===== src/hdl/gif_lzw_pixel_decoder_top_macros.svh =====
// assertion macros for the lzw pixel decoder
`ifndef GIF_LZW_PIXEL_DECODER_TOP_MACROS_SVH
`define GIF_LZW_PIXEL_DECODER_TOP_MACROS_SVH
`ifndef SYNTHESIS
`define GLD_ASSERT_ALWAYS(lbl, expr) \
	lbl: assert property (@(posedge clk) disable iff (!arst_n) (expr)) else $error("gld check failed");
`define GLD_ASSERT_IMPLY(lbl, ante, cons) \
	lbl: assert property (@(posedge clk) disable iff (!arst_n) (ante) |-> (cons)) else $error("gld check failed");
`else
`define GLD_ASSERT_ALWAYS(lbl, expr)
`define GLD_ASSERT_IMPLY(lbl, ante, cons)
`endif
`endif


===== src/hdl/gld_pkg.sv =====
`timescale 1ns / 1ps
package gld_pkg;
	localparam int BUF_W = 24;
	localparam int HELD_W = 5;
	localparam int CW_W = 4;

	typedef enum logic [1:0] {
		OP_START = 2'd0,
		OP_PUSH  = 2'd1,
		OP_END   = 2'd2,
		OP_REQ   = 2'd3
	} gld_op_t;

	typedef enum logic [2:0] {
		STS_PIXEL = 3'd0,
		STS_NEED  = 3'd1,
		STS_ENDC  = 3'd2,
		STS_OOD   = 3'd3,
		STS_CIRC  = 3'd4,
		STS_FULL  = 3'd5
	} gld_status_t;

	typedef enum logic [2:0] {
		S_IDLE,
		S_POP,
		S_CODE,
		S_LOOK,
		S_FETCH
	} gld_state_t;

	typedef struct packed {
		logic [1:0] operation;
		logic [7:0] data_byte;
	} gld_item_t;

	// queue handshake between front and back
	typedef struct packed {
		logic      valid;
		gld_item_t item;
	} gld_queue_t;
endpackage


===== src/hdl/gld_req_if.sv =====
`timescale 1ns / 1ps
interface gld_req_if;
	logic       valid;
	logic       ready;
	logic [1:0] operation;
	logic [7:0] data_byte;
	modport source (output valid, output operation, output data_byte, input ready);
	modport sink (input valid, input operation, input data_byte, output ready);
endinterface


===== src/hdl/gld_front.sv =====
`timescale 1ns / 1ps
module gld_front (
	input  logic               clk,
	input  logic               arst_n,
	gld_req_if.sink            req,
	input  logic               pop,
	output gld_pkg::gld_queue_t q
);
	import gld_pkg::*;

	gld_item_t  mem_q [2];
	logic       wptr_q;
	logic       rptr_q;
	logic [1:0] count_q;
	logic       push;
	logic       take;

	assign req.ready = (count_q != 2'd2);
	assign push = req.valid && req.ready;
	assign take = pop && (count_q != 2'd0);
	assign q.valid = (count_q != 2'd0);
	assign q.item = mem_q[rptr_q];

	always_ff @(posedge clk) begin
		if (push) begin
			mem_q[wptr_q] <= '{operation: req.operation, data_byte: req.data_byte};
		end
	end

	always_ff @(posedge clk or negedge arst_n) begin
		if (!arst_n) begin
			wptr_q <= 1'b0;
			rptr_q <= 1'b0;
			count_q <= 2'd0;
		end else begin
			if (push) begin
				wptr_q <= ~wptr_q;
			end
			if (take) begin
				rptr_q <= ~rptr_q;
			end
			count_q <= count_q + 2'(push) - 2'(take);
		end
	end
endmodule


===== src/flat_wrapper.sv =====
// flat-port wrapper written by rule: the top's interface ports become plain ports
module gld_front_flat import gld_pkg::*;
  (clk, arst_n, pop, q, req_valid, req_operation, req_data_byte, req_ready);
  gld_req_if req_i ();
  input  logic clk;
  input  logic arst_n;
  input  logic pop;
  output gld_pkg::gld_queue_t q;
  input wire logic [$bits(req_i.valid)-1:0] req_valid;
  input wire logic [$bits(req_i.operation)-1:0] req_operation;
  input wire logic [$bits(req_i.data_byte)-1:0] req_data_byte;
  output wire logic [$bits(req_i.ready)-1:0] req_ready;
  assign req_i.valid = req_valid;
  assign req_i.operation = req_operation;
  assign req_i.data_byte = req_data_byte;
  assign req_ready = req_i.ready;
  gld_front u_core (.clk(clk), .arst_n(arst_n), .req(req_i), .pop(pop), .q(q));
endmodule

===== config.mk =====
export PLATFORM = sky130hd
export DESIGN_NAME = gld_front_flat
export DESIGN_NICKNAME = d
export VERILOG_FILES = /design/src/hdl/gif_lzw_pixel_decoder_top_macros.svh /design/src/hdl/gld_pkg.sv /design/src/hdl/gld_req_if.sv /design/src/hdl/gld_front.sv /design/src/flat_wrapper.sv
export SDC_FILE = /design/constraint.sdc
export NUM_CORES = 1
export LEC_CHECK = 0
export ABC_AREA = 1
export BUFFER_PORTS_ARGS = -buffer_cell sky130_fd_sc_hd__buf_2
export CAP_MARGIN = 20
export CORE_UTILIZATION = 50
export DETAILED_ROUTE_END_ITERATION = 7
export HOLD_SLACK_MARGIN = 0.06
export PLACE_DENSITY = 0.83
export SLEW_MARGIN = 5
export SYNTH_ARGS = -nofsm -noshare
export SYNTH_HDL_FRONTEND = slang
export SYNTH_SLANG_ARGS = --single-unit
export TNS_END_PERCENT = 50

===== constraint.sdc =====
create_clock -name clk -period 1.8 [get_ports clk]
set_input_delay 0.09 -clock clk [delete_from_list [all_inputs] [get_ports clk]]
set_output_delay 0.09 -clock clk [all_outputs]
set_load 0.01 [all_outputs]

==> metrics.md, run 1 <==
| Metric | Value |
|---|---|
| Required time of the critical path | 1.71 ns |
| Final Hold Fails | 0 |
| Min Tclk post-route | 1.49 ns |
| # IOs | 26 |
| # DRC | 0 |
| Routed vias/inst | 4.63 |
| Clock buffer depth | 2 |
| # placed instances | 134 |
| Largest net degree at the start of global routing | 14 |
| Routability Congestion | 0.656 |
| HP Class | input pin to register |
| Drt pass-1 iters | 5 |
| Critical path class | register to output port |
| Register area share after synthesis | 71.4% |
| TritonCTS clock tree | built |
| Die area | 2140 um2 |
| Commonest non-fill, non-tap cell in the layout | nand2_1 |
| Area of the core | 1780 um2 |
| WL final | 1690 um |
| Final Cell Area | 1270 um2 |
| Synth Instances | 85 |
| Hold Path Origin | req_valid |
| Post-DRT Antenna Nets | 0 |
| Final nets | 142 |
| Fmax | 0.673 GHz |
| Port buffer count | 25 |
| Switching Share | 37.0% |
| Final worst-path cycle share | 82.6% |
| Clock root buffer | clkbuf_4 |
| Peak supply drop | 0.000830 V |
| Site Rows | 15 |
| Total track usage | 18.8% |
| Unrepaired setup endpoints after global routing | false |
| Routed vias | 694 |
| First-pass GRT wire length | 2620 um |
| First DRT Iteration DRCs | 19 |
| Total power | 1780 uW |
| Die Y | 46.3 um |
| Int Power | 1120 uW |
| PwrDens | 1400 nW/um2 |
| Total CTS buffers | 3 |
| H-tree Lvls | 1 |
| Yosys synthesis warning count | 0 |
| Pins Over Slew Limit | 0 |
| CP arrival | 1.40 ns |
| Starting Density | 55.0% |
| Setup-failing EPs final | 0 |
| Sink Count | 24 |
| Setup crit end kind | output port |
| Skew-Pair Late Insertion Delay | 0.30 ns |
| Synthesized Nets | 101 |
| Vias in the first global route | 634 |
| Initial antenna violation count | 0 |
| Avg Synthesized Cell Area | 11.5 um2 |
| Lkg Pwr | 0.000606 uW |
| Clk network pwr share | 12.8% |
| Slew @ Worst Pin | 0.404 ns |
| Slew headroom | 73.1% |
| Sequential share of power | 48.1% |
| Cell Area, Synth | 981 um2 |
| Total grt overflow | 0 |
| Clock skew | 0.000664 ns |
| Synth unique cells | 11 |
| Placed cell area | 1120 um2 |
| Post-CTS Setup Inserts | 0 |
| Antenna cell count | 0 |
| FF-to-FF Start | u_core.count_q[1] |
| Switching power | 657 uW |
| Crit path from | u_core.rptr_q |
| Hpwl dp | 1190 um |
| Syn-to-layout area delta | 29.3% |
| Die width | 46.3 um |
| Crit-path max FO | 12 |
| Share of post-route cells with drive strength above 1 | 28.8% |
| Synthesized flop and latch total | 24 |
| Most frequent cells in the layout | nand2_1 (39), buf_2 (25), edfxtp_1 (20), dlygate4sd3_1 (12), inv_1 (7) |
| Combinational share of power | 39.2% |
| Sum Neg Setup Slack | 0 ns |
| WL per Instance | 11.3 um |
| Reg clk slew, reported paths | 0.11 ns |
| Max_cap viols | 0 |
| Final std cells w/o fill | 150 |
| CP startpoint kind | register |
| Outcome | complete, no violations |
| Final Util | 71.2% |
-- worst paths after layout --
path	to	slack, ns	cells after the start
min in group asynchronous	u_core.count_q[1]	0.12	2
max in group asynchronous	u_core.rptr_q	1.56	2
setup / recovery	q[5]	0.31	4
setup reg to reg	u_core.count_q[1]	0.39	10
hold / removal	u_core.wptr_q	0.08	4
hold reg to reg	u_core.wptr_q	0.52	2
-- registers in the layout (all words and copies together), names as in the netlist --
name            cells
u_core.rptr_q       1
u_core.wptr_q       1
u_core.mem_q       20
u_core.count_q      2
-- critical path, cell delays in order (launching register included) --
cell	delay, ns
dfrtp_1	0.61
inv_2	0.19
nand2_1	0.11
nand2_1	0.06
buf_2	0.13
-- stage by stage --
step	setup slack, ns	hold WS (ns)
2_1_floorplan	0.396	-0.206
3_3_place_gp	0.477	-0.0993
3_5_place_dp	0.386	-0.0996
4_1_cts	0.292	0.0771
5_1_grt	0.225	0.0959
6_report	0.314	0.0767
-- logic make-up after synthesis --
logic type	after synthesis	share of synthesized area, %
adders and majority gates	2	2.55
buffers and inverters	12	6.12
DFF	24	71.4
and+or+nand+nor	47	19.9
-- metal layers --
layer,vias to the layer above,GRT usage [%],share of wire (%)
met1,317,20.4,40
met3,4,2.75,4.0
met2,23,33.8,54
met5,-,0,0
li1,350,-,-
met4,0,11.8,1.7
-- final cells by class --
type / count / area (um2)
Sequential cell: 24 / 701
Multi-Input combinational cell: 49 / 220
Tap cell: 25 / 31.3
Clock buffer: 4 / 26.3
Timing Repair Buffer: 38 / 253
Fill cell: 128 / 514
Inverter: 10 / 37.5
-- power by group through the flow --
stage	combinational (uW)	sequential (uW)	clock (uW)
after floorplan	499	827	0
after global placement	643	858	0
after detailed placement	684	870	0
after CTS	707	857	237
after global routing	790	870	249
final	696	854	227
-- timing repair --
item | in CTS | in global routing
hold buffers | 12 | 0
endpoints found under the hold margin | 25 | 0
resized for setup | 0 | 0
-- synth_stat cells, drive strengths merged --
cell | count | share of area, %
nand2 | 43 | 18
buf | 2 | 2.3
edfxtp | 20 | 61
dfrtp | 4 | 10
ha | 2 | 2.6
nor2 | 1 | 0.38
nand3 | 3 | 1.5
inv | 10 | 3.8
(Power assumes the default switching activity.)
==> inputs of run 2 (changes only) <==
Settings changed: ABC_AREA 1 to 0, CORE_UTILIZATION 50 to 44, PLACE_DENSITY 0.83 to 0.79.
Clock period 1.8 ns to 1.35 ns, I/O delays scaled along.
==> run 2 against run 1 <==
Effect of this change: the run now ends with negative setup slack left; critical path depth rose by 3; synthesized cell count decreased by 41%; global-route usage decreased by 2.8 points; wire length is 0.41% lower; first-iteration DRC count is 79% lower; via count decreased by 19%; sequential power rose by 30%; clock power is 130% higher; total power increased by 76%; non-clock buffer count up 9; cell count decreased by 15%; sequential share of layout area is 7.9 points lower; critical endpoint is now u_core.count_q[1]; highest routed layer unchanged.
==> metrics.md, run 2 <==
| Metric | Value |
|---|---|
| # DRC | 0 |
| Peak supply drop | 0.00132 V |
| WL per Instance | 13.2 um |
| Clock skew | 0.00254 ns |
| Die width | 47.9 um |
| Most common library cells after synthesis | edfxtp_1 (20), mux2_1 (9), dfrtp_1 (4) |
| Routed vias/inst | 4.41 |
| Post-Synth Simple-Gate Area | 3.78% |
| CP startpoint kind | register |
| Antenna cell count | 0 |
| Final nets | 117 |
| Die area | 2290 um2 |
| Total grt overflow | 0 |
| Avg Synthesized Cell Area | 18.5 um2 |
| Combinational family with the most area after synthesis | multiplexers |
| Sink Count | 24 |
| Required time of the critical path | 1.56 ns |
| Total power | 3120 uW |
| Synth Instances | 50 |
| Register area share after synthesis | 75.6% |
| Outcome | finished with violations |
| Synthesized flop and latch total | 24 |
| Setup crit end kind | register |
| Top cell type's share of synthesized area | 64.8% |
| Clock buffer depth | 2 |
| Synth Area in Adders | 2.70% |
| Routed vias | 560 |
| Largest reg by FF count | u_core.mem_q |
| Min Tclk post-route | 1.60 ns |
| Synth Area in Compound Gates | 0% |
| PwrDens | 2110 nW/um2 |
| Crit-path max FO | 2 |
| H-tree Lvls | 1 |
| Slew @ Worst Pin | 0.140 ns |
| Skew-Pair Late Insertion Delay | 0.31 ns |
| Fraction of registers with async set/reset | 16.7% |
| Area of the core | 1960 um2 |
| Port buffer count | 25 |
| Top post-synthesis cells by area | edfxtp_1 (65%), mux2_1 (11%), dfrtp_1 (11%) |
| XOR/XNOR share of the synthesized area | 3.78% |
| TritonCTS clock tree | built |
| Initial antenna violation count | 0 |
| Critical path class | register to register |
| Slew headroom | 90.6% |
| Largest register FFs | 20 |
| Placed cell area | 1160 um2 |
| Top FF cell, synth | edfxtp_1 |
| Largest regs | u_core.mem_q: 20 flops, u_core.count_q: 2 flops |
| Post-DRT Antenna Nets | 0 |
| EDFF count, synth | 20 |
| Final Hold Fails | 0 |
| Share of post-route cells with drive strength above 1 | 59.0% |
| Final worst-path cycle share | 119% |
| Total track usage | 16.0% |
| Most frequent cells in the layout | edfxtp_1 (20), buf_2 (15), dlygate4sd3_1 (12), buf_6 (12), mux2_4 (10) |
| Cell Area, Synth | 927 um2 |
| Clock root buffer | clkbuf_4 |
| Synth unique cells | 15 |
| Fmax | 0.624 GHz |
| Hpwl dp | 1040 um |
| HP Class | input pin to async pin |
| Vias in the first global route | 550 |
| Crit path from | u_core.count_q[1] |
| Largest net degree at the start of global routing | 15 |
| CP arrival | 1.81 ns |
| Yosys synthesis warning count | 0 |
| Commonest non-fill, non-tap cell in the layout | edfxtp_1 |
| Synthesized Nets | 66 |
| Mux cell area share after synthesis | 12.1% |
| Sum Neg Setup Slack | -0.672 ns |
| Failing checks | negative setup slack |
| Worst Hold Slack | 0.0708 ns |
| Die Y | 47.9 um |
| Pins Over Slew Limit | 0 |
| Final Cell Area | 1480 um2 |
| Reg clk slew, reported paths | 0.13 ns |
| R2R Setup Slk | -0.25 ns |
| Lkg Pwr | 0.000635 uW |
| Setup-failing EPs final | 12 |
| Unrepaired setup endpoints after global routing | true |
| Post-synth top area cell | edfxtp_1 |
| Most frequent cell after synthesis | edfxtp_1 |
| FF-to-FF Start | u_core.count_q[1] |
| Syn-to-layout area delta | 59.9% |
| Routability Congestion | 0.646 |
| Site Rows | 16 |
| Final worst setup slack | -0.253 ns |
| # IOs | 26 |
| First DRT Iteration DRCs | 4 |
| Max_cap viols | 0 |
| WL final | 1680 um |
| Starting Density | 47.3% |
| Drt pass-1 iters | 2 |
| First-pass GRT wire length | 2390 um |
| Total CTS buffers | 3 |
[run 2: power by group]
part / switching [uW] / internal, uW
clock: 215 / 300
combinational: 596 / 902
sequential: 76.2 / 1030
[run 2: layout make-up]
cell class,count,area (um2)
Clock buffer,3,22.5
Clock inverter,1,30.0
Fill cell,142,479
Inverter,3,11.3
Multi-Input combinational cell,22,293
Sequential cell,24,702
Tap cell,27,33.8
Timing Repair Buffer,47,390
[run 2: layer usage]
metal | vias to the layer above | global-route usage (%) | part of all wire (%)
met1 | 261 | 18.8 | 42
met3 | 2 | 3.40 | 2.7
met2 | 16 | 28.4 | 54
met4 | 0 | 6.67 | 0.54
met5 | - | 0 | 0
li1 | 281 | - | -
[run 2: metrics by stage]
stage	std cells	setup WS [ns]	utilization, %
4_1_cts	125	-0.244	74.2
6_report	127	-0.253	75.6
2_1_floorplan	50	-0.263	-
3_5_place_dp	107	-0.257	59.2
3_3_place_gp	107	-0.189	59.2
5_1_grt	127	-0.304	75.6
[run 2: path summary, 6_finish.rpt]
path                                           to  cells after the start
worst max register to register  u_core.count_q[1]                      7
min in group clk                    u_core.rptr_q                      4
worst min-delay path                u_core.wptr_q                      2
worst max-delay path            u_core.count_q[1]                      7
max in group asynchronous           u_core.rptr_q                      2
worst min register to register      u_core.wptr_q                      1
[run 2: critical path, stage by stage, from the launching register on]
cell and delay [ns]:
dfrtp_1 0.42, or2_4 0.25, and2_4 0.15, ha_4 0.26, inv_2 0.03, ha_4 0.15
xnor2_2 0.12, xnor2_1 0.13
[run 2: cell families (layout without fill, tap and decap cells)]
| family | count (synthesis) | count (layout) |
|---|---|---|
| simple gates | 6 | 6 |
| buf+inv | 4 | 54 |
| flops | 24 | 24 |
| fa+ha+maj | 2 | 2 |
| mux | 10 | 10 |
| xor+xnor | 4 | 4 |
[run 2: what timing repair did]
item / CTS / global route
pin swaps: 3 / 1
setup buffers: 3 / 1
resized for setup: 24 / 2
endpoints found under the setup margin: 12 / 22
endpoints found under the hold margin: 24 / 1
hold buffers: 11 / 1
==> inputs of run 3 (changes only) <==
Settings changed: ABC_AREA 0 to 1, CORE_UTILIZATION 44 to 45, HOLD_SLACK_MARGIN 0.06 to 0.1, PLACE_DENSITY 0.79 to 0.8.
==> run 3 against run 2 <==
Effect of this change: via count increased by 38%; flip-flop and latch count unchanged; largest power group unchanged; design area decreased by 1.3%; the run still ends with negative setup slack left; fmax up 17%; worst setup slack better by 0.24 ns; clock-buffer cell count stayed put.
==> metrics.md, run 3 (synthesis results as in run 1) <==
| Metric | Value |
|---|---|
| CP arrival | 1.63 ns |
| Unrepaired setup endpoints after global routing | true |
| WL per Instance | 14.6 um |
| Hpwl dp | 1290 um |
| Drt pass-1 iters | 4 |
| Fillers | 142 |
| # IOs | 26 |
| Clock root buffer | clkbuf_4 |
| Die area | 2370 um2 |
| Most frequent cells in the layout | nand2_1 (38), buf_2 (25), edfxtp_1 (20), dlygate4sd3_1 (14), buf_4 (7) |
| Placed cell area | 1170 um2 |
| Lkg Pwr | 0.000682 uW |
| Required time of the critical path | 1.62 ns |
| TritonCTS clock tree | built |
| Outcome | finished with violations |
| FF-to-FF Start | u_core.count_q[0] |
| Hold Path Origin | req_data_byte[5] |
| Cells along the critical path | inv_2, nand2_4, nand2_4, inv_2, ha_4, inv_2, ha_4, inv_2, nand2_2, nand2_1 |
| Slew @ Worst Pin | 0.239 ns |
| Critical path class | register to register |
| H-tree Lvls | 1 |
| Final Cell Area | 1460 um2 |
| Pins Over Slew Limit | 0 |
| Final worst setup slack | -0.0145 ns |
| WL final | 2390 um |
| Vias in the first global route | 743 |
| Final nets | 153 |
| Setup-failing EPs final | 1 |
| Port buffer count | 25 |
| Routability Congestion | 0.681 |
| Total power | 3070 uW |
| # DRC | 0 |
| Total grt overflow | 0 |
| Routed vias/inst | 4.72 |
| Area of the core | 2000 um2 |
| Final worst-path cycle share | 101% |
| Min Tclk post-route | 1.36 ns |
| Worst Hold Slack | 0.464 ns |
| Largest reg by FF count | u_core.mem_q |
| Clk network pwr share | 17.0% |
| First DRT Iteration DRCs | 22 |
| Peak supply drop | 0.00161 V |
| CP startpoint kind | register |
| Reg clk slew, reported paths | 0.13 ns |
| Total CTS buffers | 3 |
| Largest register FFs | 20 |
| Failing checks | negative setup slack |
| Largest net degree at the start of global routing | 15 |
| First-pass GRT wire length | 3360 um |
| Slew headroom | 84.0% |
| Switching Share | 36.8% |
| Int Power | 1940 uW |
| Clock buffer depth | 2 |
| Sequential share of power | 36.8% |
| Fmax | 0.733 GHz |
| Sink Count | 24 |
| Share of post-route cells with drive strength above 1 | 41.2% |
| Crit path from | u_core.count_q[0] |
| Syn-to-layout area delta | 49.2% |
| Skew-Pair Late Insertion Delay | 0.32 ns |
| Site Rows | 16 |
| Setup crit end kind | register |
| Crit-path max FO | 3 |
| Switching power | 1130 uW |
| Die Y | 48.7 um |
| Antenna cell count | 0 |
| Combinational share of power | 46.2% |
| Most frequent CP cell | inv_2 |
| Post-DRT Antenna Nets | 0 |
| HP Class | input pin to register |
| Final Hold Fails | 0 |
| Routed vias | 770 |
| Die width | 48.7 um |
| Initial antenna violation count | 0 |
| Max_cap viols | 0 |
| CP peak stage delay | 0.42 ns |
| Commonest non-fill, non-tap cell in the layout | nand2_1 |
| Total track usage | 19.9% |
| Starting Density | 49.0% |
| PwrDens | 2100 nW/um2 |
| Slowest cell on crit path | dfrtp_1 |
| Largest regs | u_core.mem_q: 20 flops, u_core.count_q: 2 flops |
| Clock skew | 0.00238 ns |
run 3: changes by cell type in the layout (fill, tap and decap cells not counted), moves of 2 or more:
cell	before	now
buf_2	15	25
buf_6	12	2
dlygate4sd3_1	12	14
inv_2	1	6
mux2_4	10	0
nand2_1	0	38
nand2_4	0	4
nand3_1	0	2
xnor2_1	2	0
run 3: what timing repair did:
action / 4_1_cts / 5_1_grt
buffers inserted: 3 / 2
gates resized for setup: 5 / 12
hold buffers: 14 / 0
setup endpoints to repair: 4 / 22
hold endpoints to repair: 26 / 0
pin swaps: 3 / 5
run 3: critical path: cells and delay by family (launching register included):
family                     cells  cell delay [ns]
buffers and inverters          4             0.24
and+or+nand+nor                4             0.24
adders and majority gates      2             0.41
DFF                            1             0.42
run 3: final timing paths:
kind,slack (ns),end,cells past startpoint
max,-0.01,u_core.count_q[1],10
min,0.46,u_core.mem_q[0][5],2
max reg2reg,-0.01,u_core.count_q[1],10
min reg2reg,0.50,u_core.wptr_q,2
max in group asynchronous,0.49,u_core.rptr_q,3
min in group asynchronous,0.65,u_core.count_q[0],3
run 3: power by group through the flow:
stage	Combinational, uW	Clock [uW]	Sequential, uW
after CTS	1190	516	1120
after floorplan	672	0	1100
after global routing	1560	554	1140
after detailed placement	1050	0	1130
after global placement	994	0	1120
final	1420	523	1130
run 3: per-stage QoR:
| stage | cells | util (%) | TNS (ns) | setup WS [ns] |
|---|---|---|---|---|
| final | 163 | 73.1 | -0.0145 | -0.0145 |
| after floorplan | 85 | - | 0 | 0.0302 |
| after global routing | 163 | 73.1 | -0.166 | -0.0747 |
| after detailed placement | 140 | 58.4 | -0.0238 | -0.0238 |
| after CTS | 161 | 70.1 | 0 | 0.00840 |
| after global placement | 140 | 58.4 | 0 | 0.0571 |
run 3: final cells by class:
| type | instances | area, um2 | share of cell area [%] |
|---|---|---|---|
| Sequential cell | 24 | 702 | 47.9 |
| Timing Repair Buffer | 49 | 360 | 24.6 |
| Multi-Input combinational cell | 49 | 275 | 18.8 |
| Inverter | 10 | 40.0 | 2.74 |
| Tap cell | 27 | 33.8 | 2.31 |
| Clock inverter | 1 | 30.0 | 2.05 |
| Clock buffer | 3 | 22.5 | 1.54 |
run 3: layer usage:
layer | up-vias | global-route usage (%) | routed length (um)
met5 | - | 0 | 0
met2 | 35 | 39.4 | 1410
met1 | 355 | 20.3 | 825
met3 | 6 | 1.89 | 80
li1 | 374 | - | -
met4 | 0 | 10.3 | 74
